<file path="src/rtl/geared_multiturn_angle_tracker_assert.svh">
// assertion macros for the geared multi-turn angle tracker
`ifndef GEARED_MULTITURN_ANGLE_TRACKER_ASSERT_SVH
`define GEARED_MULTITURN_ANGLE_TRACKER_ASSERT_SVH

// same-cycle implication, checked out of reset
`define GMAT_AST_IMPL(lbl, ante, cons, msg) \
    lbl: assert property (@(posedge clk) disable iff (!rst_n) (ante) |-> (cons)) \
        else $error(msg);

// next-cycle implication, checked out of reset
`define GMAT_AST_NEXT(lbl, ante, cons, msg) \
    lbl: assert property (@(posedge clk) disable iff (!rst_n) (ante) |=> (cons)) \
        else $error(msg);

`endif

</file>
<file path="src/rtl/gmat_pkg.sv">
// shared types and constants for the geared multi-turn angle tracker
package gmat_pkg;

    // opcodes
    localparam logic [1:0] OP_UPDATE = 2'd0;
    localparam logic [1:0] OP_CLEAR  = 2'd1;
    localparam logic [1:0] OP_ZERO   = 2'd2;
    localparam logic [1:0] OP_NOP    = 2'd3;

    // fixed field widths
    localparam int OPCODE_W  = 2;
    localparam int ANGLE_W   = 16;
    localparam int TOTAL_W   = 48;
    localparam int TURNS_W   = 32;
    localparam int RATIO_W   = 16;

    localparam logic [RATIO_W-1:0] RATIO_RESET = 16'd256;
    localparam logic [TURNS_W-1:0] TURNS_MAX   = 32'h7fff_ffff;
    localparam logic [TURNS_W-1:0] TURNS_MIN   = 32'h8000_0000;

    // commands from the controller to the datapath
    typedef struct packed {
        logic apply;
        logic div_load;
        logic div_step;
        logic sat;
        logic fin;
        logic publish;
    } ctrl_cmd_t;

    // status from the datapath to the controller
    typedef struct packed {
        logic first_pending;
        logic div_last;
    } dp_status_t;

endpackage

</file>
<file path="src/rtl/gmat_datapath.sv">
// unwrap, accumulate, gear divide and result registers
module gmat_datapath #(
    parameter int ANGLE_BITS = 16,
    parameter int TOTAL_BITS = 48
) (
    input  logic                             clk,
    input  logic                             rst_n,
    input  gmat_pkg::ctrl_cmd_t              cmd,
    output gmat_pkg::dp_status_t             status,
    input  logic [gmat_pkg::OPCODE_W-1:0]    opcode,
    input  logic [gmat_pkg::ANGLE_W-1:0]     sample_angle,
    input  logic                             ratio_we,
    input  logic [gmat_pkg::RATIO_W-1:0]     ratio_value,
    output logic [gmat_pkg::ANGLE_W-1:0]     shaft_angle,
    output logic [gmat_pkg::TOTAL_W-1:0]     shaft_total,
    output logic [gmat_pkg::TURNS_W-1:0]     shaft_turns,
    output logic [gmat_pkg::ANGLE_W-1:0]     out_angle,
    output logic [gmat_pkg::TOTAL_W-1:0]     out_total,
    output logic [gmat_pkg::TURNS_W-1:0]     out_turns
);

    localparam int AB   = ANGLE_BITS;
    localparam int TB   = TOTAL_BITS;
    localparam int DW   = TB + 8;
    localparam int CNTW = $clog2(DW);
    localparam int SZW  = gmat_pkg::TURNS_W + AB;
    localparam int CW   = ((SZW > TB) ? SZW : TB) + 1;
    localparam int RW   = gmat_pkg::RATIO_W;

    localparam logic signed [AB:0]   THRESH_P = (AB+1)'(3) << (AB - 2);
    localparam logic signed [AB:0]   THRESH_N = -THRESH_P;
    localparam logic [AB:0]          TURN_BIT = (AB+1)'(1) << AB;
    localparam logic [TB-1:0]        TMAX     = {1'b0, {(TB-1){1'b1}}};
    localparam logic [TB-1:0]        TMIN     = {1'b1, {(TB-1){1'b0}}};
    localparam logic signed [TB:0]   SUM_MAX  = {2'b00, {(TB-1){1'b1}}};
    localparam logic signed [TB:0]   SUM_MIN  = {2'b11, {(TB-1){1'b0}}};
    localparam logic signed [CW-1:0] ZMAX     = {{(CW-TB+1){1'b0}}, {(TB-1){1'b1}}};
    localparam logic signed [CW-1:0] ZMIN     = {{(CW-TB+1){1'b1}}, {(TB-1){1'b0}}};
    localparam logic [DW-1:0]        LIM_POS  = {9'd0, {(TB-1){1'b1}}};
    localparam logic [DW-1:0]        LIM_NEG  = {8'd0, 1'b1, {(TB-1){1'b0}}};

    // architectural state
    logic [RW-1:0]                   ratio_reg;
    logic [AB-1:0]                   prev_reg;
    logic                            first_reg;
    logic [AB-1:0]                   latest_reg;
    logic [gmat_pkg::TURNS_W-1:0]    wrap_reg;
    logic signed [TB-1:0]            acc_reg;
    logic signed [TB-1:0]            gtot_reg;
    logic [gmat_pkg::TURNS_W-1:0]    gturns_reg;
    logic [AB-1:0]                   gangle_reg;

    // divider
    logic [DW-1:0]                   dvd_reg;
    logic [RW-1:0]                   rem_reg;
    logic [RW-1:0]                   dsr_reg;
    logic                            neg_reg;
    logic [CNTW-1:0]                 cnt_reg;

    // result registers
    logic [gmat_pkg::ANGLE_W-1:0]    shaft_angle_reg;
    logic [gmat_pkg::TOTAL_W-1:0]    shaft_total_reg;
    logic [gmat_pkg::TURNS_W-1:0]    shaft_turns_reg;
    logic [gmat_pkg::ANGLE_W-1:0]    out_angle_reg;
    logic [gmat_pkg::TOTAL_W-1:0]    out_total_reg;
    logic [gmat_pkg::TURNS_W-1:0]    out_turns_reg;

    logic [63:0]                     enc_w;
    logic [AB-1:0]                   ang_in;
    logic signed [AB:0]              diff;
    logic                            wrap_up;
    logic                            wrap_dn;
    logic [AB:0]                     delta;
    logic signed [TB:0]              sum;
    logic [TB-1:0]                   acc_upd;
    logic signed [SZW-1:0]           zprod;
    logic signed [CW-1:0]            zwide;
    logic [TB-1:0]                   acc_zero;
    logic [TB-1:0]                   mag;
    logic [RW+1:0]                   trial;
    logic                            qbit;
    logic [DW-1:0]                   lim;
    logic [TB-1:0]                   res;
    logic [TB-1:0]                   gt_val;
    logic [63:0]                     tq64;
    logic [gmat_pkg::TURNS_W-1:0]    turns_val;
    logic [63:0]                     la64;
    logic signed [63:0]              acc64;
    logic [63:0]                     ga64;
    logic signed [63:0]              gt64;

    // unwrap and saturating accumulate
    assign enc_w   = 64'(sample_angle);
    assign ang_in  = enc_w[AB-1:0];
    assign diff    = {1'b0, ang_in} - {1'b0, prev_reg};
    assign wrap_dn = diff > THRESH_P;
    assign wrap_up = diff < THRESH_N;
    // a full turn either way is the same bit pattern at this width
    assign delta   = (wrap_up || wrap_dn) ? (diff + TURN_BIT) : diff;
    assign sum     = {acc_reg[TB-1], acc_reg} + {{(TB-AB){delta[AB]}}, delta};

    always_comb
    begin
        if (sum > SUM_MAX)
            acc_upd = TMAX;
        else if (sum < SUM_MIN)
            acc_upd = TMIN;
        else
            acc_upd = sum[TB-1:0];
    end

    // set zero: wrap count times one turn, saturated
    assign zprod = {wrap_reg, {AB{1'b0}}};
    assign zwide = {{(CW-SZW){zprod[SZW-1]}}, zprod};

    always_comb
    begin
        if (zwide > ZMAX)
            acc_zero = TMAX;
        else if (zwide < ZMIN)
            acc_zero = TMIN;
        else
            acc_zero = zwide[TB-1:0];
    end

    // restoring divide, one quotient bit a cycle
    assign mag   = acc_reg[TB-1] ? (TB'(0) - acc_reg) : acc_reg;
    assign trial = {1'b0, rem_reg, dvd_reg[DW-1]} - {2'b00, dsr_reg};
    assign qbit  = !trial[RW+1];
    assign lim   = neg_reg ? LIM_NEG : LIM_POS;

    // finish: sign, turns and angle from the saturated magnitude
    assign res    = dvd_reg[TB-1:0];
    assign gt_val = neg_reg ? (TB'(0) - res) : res;
    assign tq64   = 64'(res) >> AB;

    always_comb
    begin
        if (neg_reg)
            turns_val = (tq64 > 64'h8000_0000) ? gmat_pkg::TURNS_MIN
                                               : (32'd0 - tq64[31:0]);
        else
            turns_val = (tq64 > 64'h7fff_ffff) ? gmat_pkg::TURNS_MAX : tq64[31:0];
    end

    always_ff @(posedge clk or negedge rst_n)
    begin
        if (!rst_n)
        begin
            ratio_reg  <= gmat_pkg::RATIO_RESET;
            prev_reg   <= '0;
            first_reg  <= 1'b1;
            latest_reg <= '0;
            wrap_reg   <= '0;
            acc_reg    <= '0;
            gtot_reg   <= '0;
            gturns_reg <= '0;
            gangle_reg <= '0;
            cnt_reg    <= '0;
        end
        else
        begin
            if (ratio_we)
                ratio_reg <= ratio_value;
            if (cmd.apply)
            begin
                unique case (opcode)
                    gmat_pkg::OP_UPDATE:
                    begin
                        latest_reg <= ang_in;
                        prev_reg   <= ang_in;
                        if (first_reg)
                            first_reg <= 1'b0;
                        else
                        begin
                            acc_reg <= acc_upd;
                            if (wrap_dn)
                                wrap_reg <= wrap_reg - 1'b1;
                            else if (wrap_up)
                                wrap_reg <= wrap_reg + 1'b1;
                        end
                    end
                    gmat_pkg::OP_CLEAR:
                    begin
                        wrap_reg   <= '0;
                        acc_reg    <= '0;
                        gtot_reg   <= '0;
                        gturns_reg <= '0;
                        first_reg  <= 1'b1;
                    end
                    gmat_pkg::OP_ZERO:
                        acc_reg <= acc_zero;
                    gmat_pkg::OP_NOP:
                        ;
                    default:
                        ;
                endcase
            end
            if (cmd.div_load)
                cnt_reg <= CNTW'(DW - 1);
            else if (cmd.div_step)
                cnt_reg <= cnt_reg - 1'b1;
            if (cmd.fin)
            begin
                gtot_reg   <= gt_val;
                gturns_reg <= turns_val;
                gangle_reg <= gt_val[AB-1:0];
            end
        end
    end

    always_ff @(posedge clk)
    begin
        if (cmd.div_load)
        begin
            dvd_reg <= {mag, 8'd0};
            rem_reg <= '0;
            neg_reg <= acc_reg[TB-1];
            dsr_reg <= (ratio_reg == '0) ? RW'(1) : ratio_reg;
        end
        else if (cmd.div_step)
        begin
            dvd_reg <= {dvd_reg[DW-2:0], qbit};
            if (qbit)
                rem_reg <= trial[RW-1:0];
            else
                rem_reg <= {rem_reg[RW-2:0], dvd_reg[DW-1]};
        end
        else if (cmd.sat)
        begin
            if (dvd_reg > lim)
                dvd_reg <= lim;
        end
    end

    // result snapshot, fitted to the field widths
    assign la64  = 64'(latest_reg);
    assign acc64 = 64'(acc_reg);
    assign ga64  = 64'(gangle_reg);
    assign gt64  = 64'(gtot_reg);

    always_ff @(posedge clk)
    begin
        if (cmd.publish)
        begin
            shaft_angle_reg <= la64[gmat_pkg::ANGLE_W-1:0];
            shaft_total_reg <= acc64[gmat_pkg::TOTAL_W-1:0];
            shaft_turns_reg <= wrap_reg;
            out_angle_reg   <= ga64[gmat_pkg::ANGLE_W-1:0];
            out_total_reg   <= gt64[gmat_pkg::TOTAL_W-1:0];
            out_turns_reg   <= gturns_reg;
        end
    end

    assign status.first_pending = first_reg;
    assign status.div_last      = (cnt_reg == '0);

    assign shaft_angle = shaft_angle_reg;
    assign shaft_total = shaft_total_reg;
    assign shaft_turns = shaft_turns_reg;
    assign out_angle   = out_angle_reg;
    assign out_total   = out_total_reg;
    assign out_turns   = out_turns_reg;

endmodule

</file>
<file path="src/rtl/gmat_ctrl.sv">
// sequencing state machine for the geared multi-turn angle tracker
`include "geared_multiturn_angle_tracker_assert.svh"

module gmat_ctrl (
    input  logic                          clk,
    input  logic                          rst_n,
    input  logic                          in_valid,
    output logic                          in_ready,
    input  logic [gmat_pkg::OPCODE_W-1:0] opcode,
    output logic                          out_valid,
    input  logic                          out_ready,
    input  gmat_pkg::dp_status_t          status,
    output gmat_pkg::ctrl_cmd_t           cmd
);

    localparam logic [2:0] S_IDLE = 3'd0;
    localparam logic [2:0] S_LOAD = 3'd1;
    localparam logic [2:0] S_DIV  = 3'd2;
    localparam logic [2:0] S_SAT  = 3'd3;
    localparam logic [2:0] S_FIN  = 3'd4;
    localparam logic [2:0] S_PUB  = 3'd5;

    logic [2:0] state_reg;
    logic [2:0] state_next;
    logic       out_valid_reg;
    logic       out_valid_next;
    logic       accept;
    logic       need_div;
    logic       pub_ok;

    assign in_ready = (state_reg == S_IDLE);
    assign accept   = in_valid && in_ready;
    assign pub_ok   = !out_valid_reg || out_ready;

    // geared values are recomputed by any tracking update but the first after reset or clear, or a zero set
    always_comb
    begin
        need_div = 1'b0;
        unique case (opcode) inside
            gmat_pkg::OP_UPDATE:                   need_div = !status.first_pending;
            gmat_pkg::OP_ZERO:                     need_div = 1'b1;
            gmat_pkg::OP_CLEAR, gmat_pkg::OP_NOP:  need_div = 1'b0;
            default:                               need_div = 1'b0;
        endcase
    end

    always_comb
    begin
        state_next = state_reg;
        unique case (state_reg)
            S_IDLE: if (accept) state_next = need_div ? S_LOAD : S_PUB;
            S_LOAD: state_next = S_DIV;
            S_DIV:  if (status.div_last) state_next = S_SAT;
            S_SAT:  state_next = S_FIN;
            S_FIN:  state_next = S_PUB;
            S_PUB:  if (pub_ok) state_next = S_IDLE;
            default: state_next = S_IDLE;
        endcase
    end

    assign cmd.apply    = accept;
    assign cmd.div_load = (state_reg == S_LOAD);
    assign cmd.div_step = (state_reg == S_DIV);
    assign cmd.sat      = (state_reg == S_SAT);
    assign cmd.fin      = (state_reg == S_FIN);
    assign cmd.publish  = (state_reg == S_PUB) && pub_ok;

    assign out_valid_next = cmd.publish ? 1'b1 : (out_ready ? 1'b0 : out_valid_reg);

    always_ff @(posedge clk or negedge rst_n)
    begin
        if (!rst_n)
        begin
            state_reg     <= S_IDLE;
            out_valid_reg <= 1'b0;
        end
        else
        begin
            state_reg     <= state_next;
            out_valid_reg <= out_valid_next;
        end
    end

    assign out_valid = out_valid_reg;

    `GMAT_AST_IMPL(a_pub_free, cmd.publish, !out_valid_reg || out_ready, "result overwritten")
    `GMAT_AST_NEXT(a_div_entry, accept && need_div, state_reg == S_LOAD, "divide not started")
    `GMAT_AST_NEXT(a_div_exit, (state_reg == S_DIV) && status.div_last, state_reg == S_SAT, "divide overrun")
    `GMAT_AST_NEXT(a_pub_valid, cmd.publish, out_valid_reg, "published item not shown")

endmodule

</file>
<file path="src/rtl/geared_multiturn_angle_tracker.sv">
// top level of the geared multi-turn angle tracker
//
//  channel   handshake                 payload
//  -------   ---------------------     ---------------------------------------------
//  in        in_valid / in_ready       opcode, sample_angle
//  out       out_valid / out_ready     shaft_angle, shaft_total, shaft_turns,
//                                      out_angle, out_total, out_turns
//  config    ratio_we                  ratio_value
//
//  update items (but the first after reset or clear) and set-zero items run the
//  gear divide on the one-bit-a-cycle restoring divider over TOTAL_BITS + 8
//  quotient bits, then saturate and finish; other items go straight to publish
//  in_ready is high only while the sequencer is idle; one item is in work at a time
//  the result register lets the next item start while a result waits on out_ready
//  reset (rst_n low, asynchronous) clears all counters and sets the ratio to 1:1
module geared_multiturn_angle_tracker #(
    parameter int ANGLE_BITS = 16,
    parameter int TOTAL_BITS = 48
) (
    input  logic                             clk,
    input  logic                             rst_n,
    // item input
    input  logic                             in_valid,
    output logic                             in_ready,
    input  logic [gmat_pkg::OPCODE_W-1:0]    opcode,
    input  logic [gmat_pkg::ANGLE_W-1:0]     sample_angle,
    // gear ratio register, unsigned q8.8
    input  logic                             ratio_we,
    input  logic [gmat_pkg::RATIO_W-1:0]     ratio_value,
    // item output
    output logic                             out_valid,
    input  logic                             out_ready,
    output logic [gmat_pkg::ANGLE_W-1:0]     shaft_angle,
    output logic [gmat_pkg::TOTAL_W-1:0]     shaft_total,
    output logic [gmat_pkg::TURNS_W-1:0]     shaft_turns,
    output logic [gmat_pkg::ANGLE_W-1:0]     out_angle,
    output logic [gmat_pkg::TOTAL_W-1:0]     out_total,
    output logic [gmat_pkg::TURNS_W-1:0]     out_turns
);

    // commands down, status up
    gmat_pkg::ctrl_cmd_t  cmd;
    gmat_pkg::dp_status_t status;

    // sequencer: accept, divide, saturate, finish, publish
    gmat_ctrl u_ctrl (
        .clk       (clk),
        .rst_n     (rst_n),
        .in_valid  (in_valid),
        .in_ready  (in_ready),
        .opcode    (opcode),
        .out_valid (out_valid),
        .out_ready (out_ready),
        .status    (status),
        .cmd       (cmd)
    );

    // unwrap, saturating totals, gear divide and the result register
    gmat_datapath #(
        .ANGLE_BITS (ANGLE_BITS),
        .TOTAL_BITS (TOTAL_BITS)
    ) u_datapath (
        .clk          (clk),
        .rst_n        (rst_n),
        .cmd          (cmd),
        .status       (status),
        .opcode       (opcode),
        .sample_angle (sample_angle),
        .ratio_we     (ratio_we),
        .ratio_value  (ratio_value),
        .shaft_angle  (shaft_angle),
        .shaft_total  (shaft_total),
        .shaft_turns  (shaft_turns),
        .out_angle    (out_angle),
        .out_total    (out_total),
        .out_turns    (out_turns)
    );

endmodule
</file>
<file path="config.mk">
export PLATFORM = sky130hd
export DESIGN_NAME = geared_multiturn_angle_tracker
export DESIGN_NICKNAME = d
export VERILOG_FILES = /design/src/rtl/gmat_pkg.sv /design/src/rtl/gmat_datapath.sv /design/src/rtl/gmat_ctrl.sv /design/src/rtl/geared_multiturn_angle_tracker.sv
export VERILOG_INCLUDE_DIRS = /design/src /design/src/rtl
export SDC_FILE = /design/constraint.sdc
export NUM_CORES = 1
export LEC_CHECK = 0
export ABC_AREA = 1
export BUFFER_PORTS_ARGS = -buffer_cell sky130_fd_sc_hd__buf_2
export CAP_MARGIN = 20
export CORE_UTILIZATION = 45
export DETAILED_ROUTE_END_ITERATION = 10
export HOLD_SLACK_MARGIN = 0.12
export PLACE_DENSITY = 0.63
export SETUP_SLACK_MARGIN = 0.02
export SLEW_MARGIN = 20
export SYNTH_ARGS = -nofsm -noshare
export SYNTH_HDL_FRONTEND = slang
export SYNTH_SLANG_ARGS = --single-unit
</file>
<file path="constraint.sdc">
create_clock -name clk -period 28.3 [get_ports clk]
set_input_delay 5.66 -clock clk [delete_from_list [all_inputs] [get_ports clk]]
set_output_delay 5.66 -clock clk [all_outputs]
set_load 0.02 [all_outputs]
</file>
# Yosys cells after proc, flatten, opt, wreduce, memory -nomap -nowiden
# Cells that the tools add are included.
# word_totals
regBits	500
input_bits	39
# classes
addsub	10
order_cmp	9
n_eq_ne	12
n_mux	39
n_reduce_logical	29
# op_table
operator	count
48-bit two-way mux	11
32-bit two-way mux	9
56-bit two-way mux	4
48-bit case mux with 3 select lines	1
1-bit by 48-bit subtractor with 48-bit output (first input constant)	2
32-bit case mux with 2 select lines	1
56-bit > comparator	1
48-bit by 17-bit adder with 49-bit output	1
49-bit by 48-bit > comparator with 1-bit output (second input constant)	1
49-bit by 48-bit < comparator with 1-bit output (second input constant)	1
48-bit > comparator (second input constant)	1
48-bit < comparator (second input constant)	1
32-bit by 1-bit adder with 32-bit output (second input constant)	1
32-bit by 31-bit > comparator with 1-bit output (second input constant)	1
32-bit > comparator (second input constant)	1
1-bit by 32-bit subtractor with 32-bit output (first input constant)	1
32-bit by 1-bit subtractor with 32-bit output (second input constant)	1
3-bit case mux with 6 select lines	1
17-bit by 16-bit subtractor with 18-bit output	1
17-bit adder (second input constant)	1
17-bit > comparator (second input constant)	1
17-bit < comparator (second input constant)	1
17-bit two-way mux	1
16-bit by 16-bit subtractor with 17-bit output	1
26 further kinds	53

# Logic depth before layout (Yosys ltp)
# Gate-level depths: netlist of run 1.
# logic_depth
ltp_word	10
depth_mapped	33

# Cells and area by module
# From an unflattened synthesis of run 1, not the netlist that was laid out.
# unflattened
hier_cells	3485
hier_area_um2	29002.8
# modules_own_cells
mod	instances	cells_per_inst	area_per_inst_um2	seq_area_each_um2
gmat_datapath	1	3440	28703.8	13580.5
gmat_ctrl	1	45	299.0	100.1

# Worst setup path after synthesis of run 1
# Ideal clock, no wire load.
# synth_timing
path_kind	input to register
startpoint	input out_ready
endpoint	register u_datapath.out_angle_reg (netlist bit u_datapath.out_angle[0]), enable pin
setup_ns	0.746
t_arrival_ns	13.625
path_slack_ns	13.929
path_stages	2
path_cell_list	nor2_1 nor2_1
# synth_between
elab_chain_cells	2
# synth_lines
item	line_no	rtl
start, declared	geared_multiturn_angle_tracker.sv:32	input logic out_ready,
1-bit logical OR	gmat_ctrl.sv:33	assign pub_ok = !out_valid_reg || out_ready;
1-bit logical AND	gmat_ctrl.sv:66	assign cmd.publish = (state_reg == S_PUB) && pub_ok;
end signal, assigned	gmat_datapath.sv:249	out_angle_reg <= ga64[gmat_pkg::ANGLE_W-1:0];
end, declared	gmat_datapath.sv:64	logic [gmat_pkg::ANGLE_W-1:0] out_angle_reg;
# Every way passes these cells.
# A chain may end at the register's enable or synchronous reset.

# Final worst setup path of run 1
# layout_timing
startpoint	input sample_angle[0] in the netlist's numbering
endpoint	register u_datapath.acc_reg[0]
# layout_between
elab_chain_cells	10
# layout_lines
item	line_no	rtl
start, declared	geared_multiturn_angle_tracker.sv:26	input logic [gmat_pkg::ANGLE_W-1:0] sample_angle,
16-bit by 16-bit subtractor with 17-bit output *	gmat_datapath.sv:95	assign diff = {1'b0, ang_in} - {1'b0, prev_reg};
17-bit < comparator or 17-bit > comparator (tied branches)	gmat_datapath.sv:97, gmat_datapath.sv:96	
1-bit logical OR	gmat_datapath.sv:99	assign delta = (wrap_up || wrap_dn) ? (diff + TURN_BIT) : diff;
17-bit two-way mux *	gmat_datapath.sv:99	
48-bit by 17-bit adder with 49-bit output *	gmat_datapath.sv:100	assign sum = {acc_reg[TB-1], acc_reg} + {{(TB-AB){delta[AB]}}, delta};
49-bit by 48-bit < comparator with 1-bit output	gmat_datapath.sv:106	else if (sum < SUM_MIN)
48-bit two-way mux	gmat_datapath.sv:106	
48-bit two-way mux *	gmat_datapath.sv:104	if (sum > SUM_MAX)
48-bit two-way mux *	gmat_datapath.sv:172	if (first_reg)
48-bit case mux with 3 select lines *	gmat_datapath.sv:167	unique case (opcode)
end signal, assigned	gmat_datapath.sv:176	acc_reg <= acc_upd;
end signal, assigned	gmat_datapath.sv:192	acc_reg <= acc_zero;
end, declared	gmat_datapath.sv:48	logic signed [TB-1:0] acc_reg;
# Mark *: on every way between the ends. The rest lies on a longest branch, timed or not. The select of a mux whose other input is x is not followed.

==> results of run 1 <==
[worst reg2reg max path, delay by kind of cell, from the launching register on]
kind | cells | cell delay, ns
buf+inv | 3 | 0.85
compound gates | 9 | 1.45
simple gates | 13 | 1.84
fa+ha+maj | 3 | 1.00
flops | 1 | 0.41
[final cells by class]
cell class | count | area (um^2)
Fill cell | 6233 | 31290
Multi-Input combinational cell | 2509 | 13720
Sequential cell | 500 | 13680
Clock buffer | 72 | 1448
Inverter | 376 | 1411
Timing Repair Buffer | 253 | 1329
Tap cell | 855 | 1070
Clock inverter | 28 | 394.1
Antenna cell | 1 | 2.502
[cells in the mapped netlist, drive strengths merged (3+ instances only)]
cell / instances / area (um^2)
or2: 17 / 106.4
o31ai: 25 / 187.7
a21boi: 3 / 45.05
nand3: 169 / 850.8
o21a: 10 / 75.07
nand4: 41 / 262.8
o21ai: 318 / 1670
buf: 28 / 155.2
nand3b: 14 / 117.6
nor4: 19 / 125.1
nor3: 57 / 305.3
a22o: 3 / 26.28
ha: 169 / 2115
dfrtp: 217 / 5430
o21bai: 9 / 71.32
xor2: 54 / 473.0
a31oi: 57 / 356.6
nor2: 290 / 1116
edfxtp: 257 / 7717
o22ai: 3 / 18.77
a211oi: 5 / 37.54
xnor2: 38 / 332.8
a21o: 14 / 105.1
dfxtp: 24 / 480.5
inv: 375 / 1408
a21oi: 340 / 1732
o211ai: 35 / 262.8
clkbuf: 87 / 326.6
nand2: 796 / 3038
fa: 4 / 80.08
[per-stage QoR]
step / setup slack (ns) / cell area [um^2] / hold WS [ns] / std cells
final: 17.85 / 33060 / 0.4396 / 4594
after global routing: 17.44 / 33050 / 0.4431 / 4593
after CTS: 17.97 / 33050 / 0.4368 / 4593
after detailed placement: 17.32 / 31200 / 0.4301 / 4493
after global placement: 17.36 / 31200 / 0.4281 / 4493
after floorplan: 13.93 / 29240 / 0.4249 / 3500
[logic make-up after synthesis]
family,synth area share
XOR/XNOR,0.02756
flip-flops,0.4678
AO/OA/AOI/OAI,0.1611
AND/OR/NAND/NOR,0.2034
multiplexers,0.0003423
buffers and inverters,0.06474
adder cells (fa/ha/maj),0.07505
[routing by layer]
layer	part of all wire	GRT usage	vias to the layer above
met2	0.46	0.4240	703
met5	0	0	-
met3	0.049	0.03083	169
li1	-	-	12370
met1	0.46	0.3594	11580
met4	0.034	0.09110	0
[path summary, 6_finish.rpt]
kind | end | slack [ns] | cells after the start
setup / recovery | u_datapath.acc_reg[0] | 17.85 | 30
hold / removal | u_datapath.out_total[9] | 0.44 | 0
setup reg to reg | u_datapath.acc_reg[0] | 22.64 | 28
hold reg to reg | u_datapath.out_total[9] | 0.44 | 0
max in group asynchronous | u_datapath.prev_reg[11] | 21.05 | 3
min in group asynchronous | u_datapath.gtot_reg[41] | 5.06 | 1
==> out/results.txt, run 1 <==
status: complete, no violations
Cell variety after synth: 65
placer congestion estimate: 0.9507
RSZ-0062 raised after global routing: no
Top FF cell, synth: edfxtp_1
Post-synth EDFFs: 257
Buf/Inv on CP: 5
Worst Hold Class: reg2reg
Post-CTS Hold Buffers: 0
Core Box Area: 0.06435 mm^2
WP data arrival: 10.97 ns
Post-Syn Area: 0.02924 mm^2
Synth Register Bits: 500
Die X-Extent: 256.9 um
slowest cell on the critical path: nand2_2
cell count after synthesis: 3,500
Setup crit start kind: input port
site row count: 93
DR WL/cell: 18.72 um
setup TNS: 0 ns
fin util: 0.5137
Setup Fix Bufs, Post-CTS: 0
relative slew slack: 0.3889
first-pass GRT wire length: 136.0 mm
cts repair resizes: 0
clk_lat worst skew: 0.63 ns
final setup violating endpoints: 0
CTS Buf Count: 53
most frequent cells in the layout: 778 x nand2_1, 365 x inv_1, 333 x a21oi_1
clk slew on worst S/H paths: 0.06 ns
Via density: 5.402
Total Routing Usage GR: 0.2606
vias in the first global route: 24,090
Clock Root Buffer: clkbuf_16
register area share after synthesis: 0.4678
Tmin final: 10.45 ns
worst r2r src: u_datapath.prev_reg[0]
Avg Cell Area, Syn: 8.355 um^2
Crit Path Class: in2reg
Detailed Routing Iterations Pass 1: 8
Routed Antenna Nets: 0
Hold Vio Cnt, Final: 0
Critical Path Start: sample_angle[0]
FFs w/ async S/R, synth: 0.4380
DIE AREA: 0.06601 mm^2
CTS tree: built
fin nets: 3,905
Max Buffers Root-to-Sink: 3
ratio of cells with drive above 1 in the final layout: 0.1177
most common cell after layout, fill and taps aside: nand2_1
Worst Setup End Kind: register
io pins: 233
# Max-Cap Violations: 0
via count: 24,820
Area growth syn-to-layout: 13.05%
Max Clock Freq: 0.09567 GHz
Hold Startpoint: u_datapath.gtot_reg[9]
Critical Path RT: 28.82 ns
CP delay by family, top: simple AND/OR/NAND/NOR gates
crit-path max cell delay: 0.43 ns
# clock sinks: 500
I/O Buffers: 232
max-slew violations: 0
Synth Net Count: 3,712
drt total wl: 86.01 mm
synth warn: 0
GRT overflow: 0
initial antenna violation count: 2
HPWL Detailed: 64.03 mm
clk_skew: 0.02466 ns
max FFs per register: 56
Worst-Margin Slew: 0.9167 ns
pin count of the biggest net entering global routing: 94
Initial Util: 0.4544
H-tree depth: 2
worst-path fanout max: 33
DRC: 0
Initial DRC Count: 1,968
final worst-path cycle share: 0.3694
chip height: 256.9 um
Power of run 1 is not shown: default switching activity piles up to over one toggle a cycle in this logic, so the estimate is an artifact.
==> inputs of run 2 (changes only) <==
- PLACE_DENSITY: 0.63 -> 0.65
- clock period: 28.3 -> 9 ns (I/O delays scaled with it)
==> run 2 against run 1 <==
Die area did not move. First-iteration DRC count rose by 4.5%. Via count rose by 0.35%. Global-route usage fell by 0.78 points. Clock skew rose by 0.0042 ns. Cell area rose by 0.30%. Sequential share of layout area fell by 0.12 points. Non-clock buffer count did not move. Final cell count barely moved. Critical endpoint unchanged. Register-to-register slack got worse by 19 ns.
==> out/results.txt, run 2 (synthesis results as in run 1) <==
status: complete, no violations
Setup crit start kind: input port
PwrDens: 455.7 mW/mm^2
Area growth syn-to-layout: 13.39%
HPWL Detailed: 62.18 mm (-2.9%)
total chip power: 15.11 mW
ratio of cells with drive above 1 in the final layout: 0.1193 (+0.001541)
Tmin final: 6.371 ns
DRC: 0 (unchanged)
Worst Setup End Kind: register
leakage: 14.88 nW
Initial Util: 0.4544 (unchanged)
Max Clock Freq: 0.1570 GHz
final worst-path cycle share: 0.7078
Critical Path Most Common Cell: nand2_1
H-tree depth: 2 (unchanged)
Worst-Margin Slew: 1.011 ns (+0.09427 ns)
RSZ-0062 raised after global routing: no
Die X-Extent: 256.9 um (unchanged)
fillers: 6,125 (-1.7%)
worst-path fanout max: 33 (unchanged)
VDD IR max: 0.2227 mV
max-slew violations: 0 (unchanged)
Clock Root Buffer: clkbuf_16
cts repair resizes: 0 (unchanged)
setup TNS: 0 ns (unchanged)
CTS tree: built
# diodes: 0 (-1)
Buf/Inv on CP: 5 (unchanged)
CTS Buf Count: 54 (+1.9%)
clk slew on worst S/H paths: 0.07 ns (about the same)
Routed Antenna Nets: 0 (unchanged)
placer congestion estimate: 0.9634 (+1.3%)
DR WL/cell: 18.29 um (-2.3%)
via count: 24,910 (+0.35%)
Via density: 5.420 (+0.33%)
Total Routing Usage GR: 0.2528 (-0.007823)
Detailed Routing Iterations Pass 1: 6 (-2)
pin count of the biggest net entering global routing: 133 (+41%)
fin nets: 3,906 (+0.026%)
most frequent cells in the layout: 778 x nand2_1, 363 x inv_1, 333 x a21oi_1
# Max-Cap Violations: 0 (unchanged)
Crit Path Class: in2reg
Max Buffers Root-to-Sink: 3 (unchanged)
vias in the first global route: 23,870 (-0.88%)
Hold Vio Cnt, Final: 0 (unchanged)
drt total wl: 84.06 mm (-2.3%)
CP delay by family, top: simple AND/OR/NAND/NOR gates
WP data arrival: 6.85 ns (-4.12 ns)
final setup violating endpoints: 0 (unchanged)
Setup Fix Bufs, Post-CTS: 0 (unchanged)
Initial DRC Count: 2,056 (+4.5%)
io pins: 233 (unchanged)
GRT overflow: 0 (unchanged)
# clock sinks: 500 (unchanged)
initial antenna violation count: 0 (-2)
Post-CTS Hold Buffers: 0 (unchanged)
I/O Buffers: 232 (unchanged)
site row count: 93 (unchanged)
crit-path max cell delay: 0.48 ns (+0.05 ns)
Worst Hold Class: reg2reg
chip height: 256.9 um (unchanged)
Core Box Area: 0.06435 mm^2 (unchanged)
slowest cell on the critical path: nand2_2
relative slew slack: 0.3219 (-0.06701)
clk_skew: 0.02888 ns (+0.004211 ns)
first-pass GRT wire length: 132.8 mm (-2.3%)
reg2reg setup slack: 3.56 ns (-19.08 ns)
clk_lat worst skew: 0.63 ns (about the same)
max FFs per register: 56 (unchanged)
most common cell after layout, fill and taps aside: nand2_1
Critical Path RT: 9.48 ns (-19.34 ns)
DIE AREA: 0.06601 mm^2 (unchanged)
run 2: changes by cell type in the layout (fill, tap and decap cells not counted), moves of 2 or more:
cell | previous run | this run
clkinv_1 | 2 | 6
clkbuf_16 | 53 | 56
clkbuf_1 | 14 | 8
buf_12 | 0 | 2
inv_1 | 365 | 363
buf_4 | 21 | 18
run 2: report_power, final:
group	total (mW)	internal, mW	switching, mW	leakage, nW
Clock	2.38	1.39	0.991	0.929
Sequential	4.41	3.51	0.905	5.33
Combinational	8.32	2.73	5.59	8.62
run 2: routing by layer:
metal | vias to the layer above | global-route usage | part of all wire | wire (um)
met5 | - | 0 | 0 | 0
met4 | 0 | 0.08069 | 0.031 | 2577
met3 | 141 | 0.03123 | 0.051 | 4301
met2 | 681 | 0.4143 | 0.46 | 38830
met1 | 11700 | 0.3481 | 0.46 | 38350
li1 | 12380 | - | - | -
run 2: path summary, 6_finish.rpt:
path	cells after the start	end	startpoint
worst max-delay path	29	u_datapath.acc_reg[0]	sample_angle[0]
worst min-delay path	0	u_datapath.out_turns[9]	u_datapath.gturns_reg[9]
worst max register to register	27	u_datapath.acc_reg[0]	u_datapath.prev_reg[0]
worst min register to register	0	u_datapath.out_turns[9]	u_datapath.gturns_reg[9]
max in group asynchronous	2	u_datapath.gtot_reg[28]	rst_n
min in group asynchronous	1	u_datapath.ratio_reg[0]	rst_n
run 2: layout make-up:
| class | instances | area (um^2) | share of cell area |
|---|---|---|---|
| clock buffers | 69 | 1489 | 0.04491 |
| clock inverters | 33 | 417.9 | 0.01260 |
| inverters | 376 | 1411 | 0.04257 |
| multi-input cells | 2509 | 13720 | 0.4137 |
| flip-flops and latches | 500 | 13680 | 0.4126 |
| well taps | 855 | 1070 | 0.03226 |
| repair buffers | 253 | 1371 | 0.04136 |
run 2: worst reg2reg max path, stage by stage, from the launching register on:
cell and delay (ns):
dfrtp_1 0.41, ha_1 0.22, fa_1 0.40, inv_1 0.10, nand3_1 0.09, nand2_1 0.11, nand2_2 0.08, a21boi_4 0.16
nor2_1 0.07, xor2_1 0.18, nand4_1 0.20, nand2_4 0.15, a21oi_2 0.06, buf_4 0.26, ha_1 0.43, nand2_1 0.10
nor2_1 0.34, nand2_1 0.15, nor2_1 0.18, nand3_1 0.13, nand3_1 0.10, nand2_1 0.05, nand2_1 0.13, nand2_2 0.27
nand2_2 0.48, inv_2 0.23, o21ai_0 0.12, o21ai_0 0.10
run 2: per-stage QoR:
stage / hold WS [ns] / setup slack (ns) / utilization / instances / cell area, um^2
6_report: 0.4327 / 2.629 / 0.5153 / 4595 / 33160
5_1_grt: 0.4530 / 1.995 / 0.5153 / 4595 / 33160
4_1_cts: 0.4257 / 2.647 / 0.5148 / 4594 / 33120
3_5_place_dp: 0.4307 / 2.018 / 0.4851 / 4492 / 31220
3_3_place_gp: 0.4283 / 2.091 / 0.4848 / 4491 / 31200
2_1_floorplan: 0.4249 / 1.692 / - / 3500 / 29240
Note: power is estimated with default switching activity, not from simulation.
